$ cat src/rtl/vrtw_pkg.sv
package vrtw_pkg;

  localparam int GRID_X_DEF = 16;
  localparam int GRID_Y_DEF = 16;
  localparam int GRID_Z_DEF = 16;

  localparam int VS_W   = 25;
  localparam int POS_W  = 32;
  localparam int INC_W  = 48;
  localparam int CELL_W = 4;
  localparam int NUM_W  = 56;
  localparam int DEN_W  = 32;
  localparam int TIME_W = 64;
  localparam int PROD_W = 96;

  localparam logic [VS_W-1:0]   VS_RESET   = VS_W'(65536);
  localparam logic [TIME_W-1:0] TIME_NEVER = '1;
  localparam logic [INC_W-1:0]  INC_MAX    = {1'b0, {(INC_W-1){1'b1}}};
  localparam logic [INC_W-1:0]  INC_MIN    = {1'b1, {(INC_W-1){1'b0}}};

  typedef struct packed {
    logic             start;
    logic [NUM_W-1:0] num;
    logic [DEN_W-1:0] den;
  } div_req_t;

  typedef struct packed {
    logic             done;
    logic [NUM_W-1:0] quo;
    logic [DEN_W-1:0] rem;
  } div_rsp_t;

  typedef struct packed {
    logic              start;
    logic [POS_W-1:0]  weight;
    logic [TIME_W-1:0] len;
  } wgt_req_t;

  typedef struct packed {
    logic             done;
    logic [INC_W-1:0] inc;
  } wgt_rsp_t;

  typedef enum logic [7:0] {
    S_IDLE = 8'b0000_0001,
    S_IDX  = 8'b0000_0010,
    S_IDXW = 8'b0000_0100,
    S_TMW  = 8'b0000_1000,
    S_TDW  = 8'b0001_0000,
    S_PICK = 8'b0010_0000,
    S_MUL  = 8'b0100_0000,
    S_OUT  = 8'b1000_0000
  } state_t;

endpackage

$ cat src/rtl/vrtw_div.sv
module vrtw_div (
  input  logic               clk,
  input  logic               rst,
  input  vrtw_pkg::div_req_t req,
  output vrtw_pkg::div_rsp_t rsp
);
  import vrtw_pkg::*;

  localparam int CNT_W = $clog2(NUM_W);

  logic             busy;
  logic [CNT_W-1:0] cnt;
  logic [NUM_W-1:0] quo;
  logic [DEN_W-1:0] rem;
  logic [DEN_W-1:0] den;
  logic             done;
  logic [DEN_W:0]   trial;
  logic             fits;

  always_comb begin
    trial = {rem, quo[NUM_W-1]};
    fits  = trial >= {1'b0, den};
  end

  always_ff @(posedge clk) begin
    if (rst) begin
      busy <= 1'b0;
      done <= 1'b0;
      cnt  <= '0;
    end else begin
      done <= 1'b0;
      if (req.start) begin
        busy <= 1'b1;
        cnt  <= '0;
      end else if (busy) begin
        cnt <= cnt + 1'b1;
        if (cnt == CNT_W'(NUM_W - 1)) begin
          busy <= 1'b0;
          done <= 1'b1;
        end
      end
    end
  end

  always_ff @(posedge clk) begin
    if (req.start) begin
      quo <= req.num;
      den <= req.den;
      rem <= '0;
    end else if (busy) begin
      quo <= {quo[NUM_W-2:0], fits};
      rem <= fits ? DEN_W'(trial - {1'b0, den}) : trial[DEN_W-1:0];
    end
  end

  assign rsp.done = done;
  assign rsp.quo  = quo;
  assign rsp.rem  = rem;

endmodule

$ cat config.mk
export PLATFORM = sky130hd
export DESIGN_NAME = vrtw_div
export DESIGN_NICKNAME = d
export VERILOG_FILES = /design/src/rtl/vrtw_pkg.sv /design/src/rtl/vrtw_div.sv
export SDC_FILE = /design/constraint.sdc
export NUM_CORES = 1
export LEC_CHECK = 0
export BUFFER_PORTS_ARGS = -buffer_cell sky130_fd_sc_hd__buf_2
export CAP_MARGIN = 30
export CORE_MARGIN = 4
export CORE_UTILIZATION = 48
export CTS_CLUSTER_DIAMETER = 100
export DETAILED_ROUTE_END_ITERATION = 8
export PLACE_DENSITY = 0.82
export SYNTH_ARGS = -nofsm -noshare
export SYNTH_HDL_FRONTEND = slang
export SYNTH_SLANG_ARGS = --single-unit
$ cat constraint.sdc
create_clock -name clk -period 2.7 [get_ports clk]
set_input_delay 0.27 -clock clk [delete_from_list [all_inputs] [get_ports clk]]
set_output_delay 0.27 -clock clk [all_outputs]
set_load 0.03 [all_outputs]
==> run metrics <==
status=completed; Final period util=99.0%; synthesized instance count=639; PwrDens=693 nW/um^2; Clock Latency Late Sink=420 ps; max-slew violations=0; initial antenna violation count=0; critical path's slowest cell=or4_4; I/O pin total=180; post-synthesis async set-or-reset flop share=0%; cell with the most instances after synthesis=edfxtp_1; Initial Utilization=49.2%; required time of the critical path=2990 ps; CTS tree=built; Synthesis Warnings=0; mux cell area share after synthesis=10.6%; Die ar.=16300 um^2; Reg area=3450 um^2; # fillers=1121; wirelength, routed=17.3 mm; H-tree lvl count=4; Post-DP Area=8150 um^2; Worst EP arrival=2960 ps; main combinational cell family by area after synthesis=compound AO/OA/AOI/OAI gates; Mapped Nets=764; first-pass GRT wire length=27.6 mm; #FFs+latches synth=128; Slew headroom=61.6%; drt pass-1 iters=6; Synth Area in Adders=6.29%; Final Critical Period=2670 ps; Max IR drop VDD=0.697 mV; DRC violations left=0; Clock Skew=12.9 ps; Synth top area share=38.4%; Synth cell types=55; Max Cap Viol=0; Final Cell Area=8930 um^2; CTS Buffer Depth=2; static leakage=3.94 nW; top cells by area, synth=edfxtp_1 (38%), dfxtp_1 (12%), mux2_2 (9.0%); fin nets=964; vias in the first global route=5707; slew of the pin with the lowest slew margin=576 ps; Yosys top cell by area=edfxtp_1; count of input and output buffers=179; Multi-input gate area=3300 um^2; cell family with the largest share of critical-path delay=compound AO/OA/AOI/OAI gates; worst-path cell chain=inv_1 > ha_1 > or3_1 > a21oi_1 > o21bai_4 > o21ai_2 > o31a_1 > o31a_1 > or4_4 > nand4_1 > o21ai_1; GP Congestion=0.880; setup_tns=0 ps; most used cell, CP=o31a_1; Core Rows=43; Max Clk Rate=374 MHz; Routed WL per cell=16.7 um; CP Class=reg -> reg; CP Max Fanout=5; Area growth syn-to-layout=29.6%; CP Buf/Inv Count=1; CP Launch Type=flip-flop; die span in y=128 um; register area share after synthesis=50.0%; Die Wd=128 um; clock root buffer=clkbuf_16; Vias/cell=5.44; average cell area after synthesis=10.8 um^2; top_reg_cell synth=edfxtp_1; crit end category=flip-flop; final hold vios=0; EDFF count, synth=88; Mapped Area=6890 um^2; CP max stage delay=480 ps; synth cell count leaders=edfxtp_1 (88), nor2_1 (62), mux2_2 (55); global route overflow=0; clk sinks=128; share of layout cells above drive strength 1=39.1%; gr usage total=21.3%; Final setup viols=0; Compound-Gate Fraction of Synth Area=14.2%; hpwl dp=12.9 mm; Synth Area in XOR/XNOR=3.94%; RSZ-0062 raised after global routing=yes; Final ANT Viol Nets=0; Hold WC Path Type=in -> reg; CTS Buf Count=17; largest net degree at the start of global routing=43; Core ar.=14000 um^2; Worst-path clk slew=60 ps; simple-gate share of the synthesized area=11.0%; DR vias=5618; initial DRC count=316
[per-stage QoR]
stage	power [mW]	instances	setup slack, ps	util, %	hold slack (ps)
after detailed placement	3.83	994	30.4	58.2	436
after global placement	3.80	994	74.5	58.2	431
final	6.19	1033	26.6	63.8	22.2
after global routing	6.47	1032	-105	63.8	4.89
after CTS	6.17	1027	19.3	62.6	3.57
after floorplan	3.39	639	8.06	-	339
[area by class of cell]
| class | count | area share (%) |
|---|---|---|
| Antenna cell | 1 | 0.0280 |
| Clock buffer | 20 | 4.89 |
| Clock inverter | 12 | 1.78 |
| Inverter | 38 | 1.60 |
| Multi-Input combinational cell | 442 | 37.0 |
| Sequential cell | 128 | 38.7 |
| Tap cell | 180 | 2.52 |
| Timing Repair Buffer | 212 | 13.5 |
[path summary, 6_finish.rpt]
kind	start	end	slack [ps]	depth (start not counted)
hold reg to reg	cnt[5]	cnt[5]	490	2
hold / removal	req[4]	den[4]	20	1
setup / recovery	den[6]	rem[24]	30	11
setup reg to reg	den[6]	rem[24]	30	11
[logic make-up (layout without fill, tap and decap cells)]
group / count (synthesis) / in the layout
buffers and inverters: 69 / 282
adder cells (fa/ha/maj): 34 / 34
flip-flops: 128 / 128
other: 0 / 1
XOR/XNOR: 31 / 31
multiplexers: 66 / 66
AO/OA/AOI/OAI: 153 / 153
AND/OR/NAND/NOR: 158 / 158
[routing by layer]
metal  part of all wire, %  vias to the layer above  global-route usage (%)
li1                      -                     2744                       -
met1                    40                     2654                    24.8
met2                    50                      192                    36.0
met3                   8.9                       28                    8.63
met4                   1.9                        0                    6.43
met5                     0                        -                       0
[timing repair]
action                                 in CTS  in global routing
setup endpoints to repair                   0                 31
gates resized for setup                     0                 25
hold buffers                                1                  0
buffers inserted                            0                  4
endpoints found under the hold margin       1                  0
[placed cells by master, fill, tap and decap left out, drive strengths merged, types with 8 or more instances in the layout]
master / instances
a31oi: 9
nor2: 62
nand4: 9
clkbuf: 21
a211oi: 23
nor2b: 10
o21ai: 24
buf: 210
xnor2: 13
edfxtp: 88
dfxtp: 40
nand2b: 8
ha: 33
mux2: 56
a21oi: 52
inv: 41
mux2i: 10
a21o: 9
xor2: 18
nand2: 32
[state kept, by name, summed over array words and instances (netlist names)]
| name | count |
|---|---|
| busy | 1 |
| cnt | 6 |
| den | 32 |
| done | 1 |
| quo | 56 |
| rem | 32 |
[where the power goes]
group	leakage [nW]	internal, mW	switching [mW]
clock network	0.287	1.46	0.872
logic	2.45	0.587	0.866
registers	1.21	2.30	0.104
total	3.94	4.35	1.84
No activity file was read; power rests on OpenSTA's default activity.
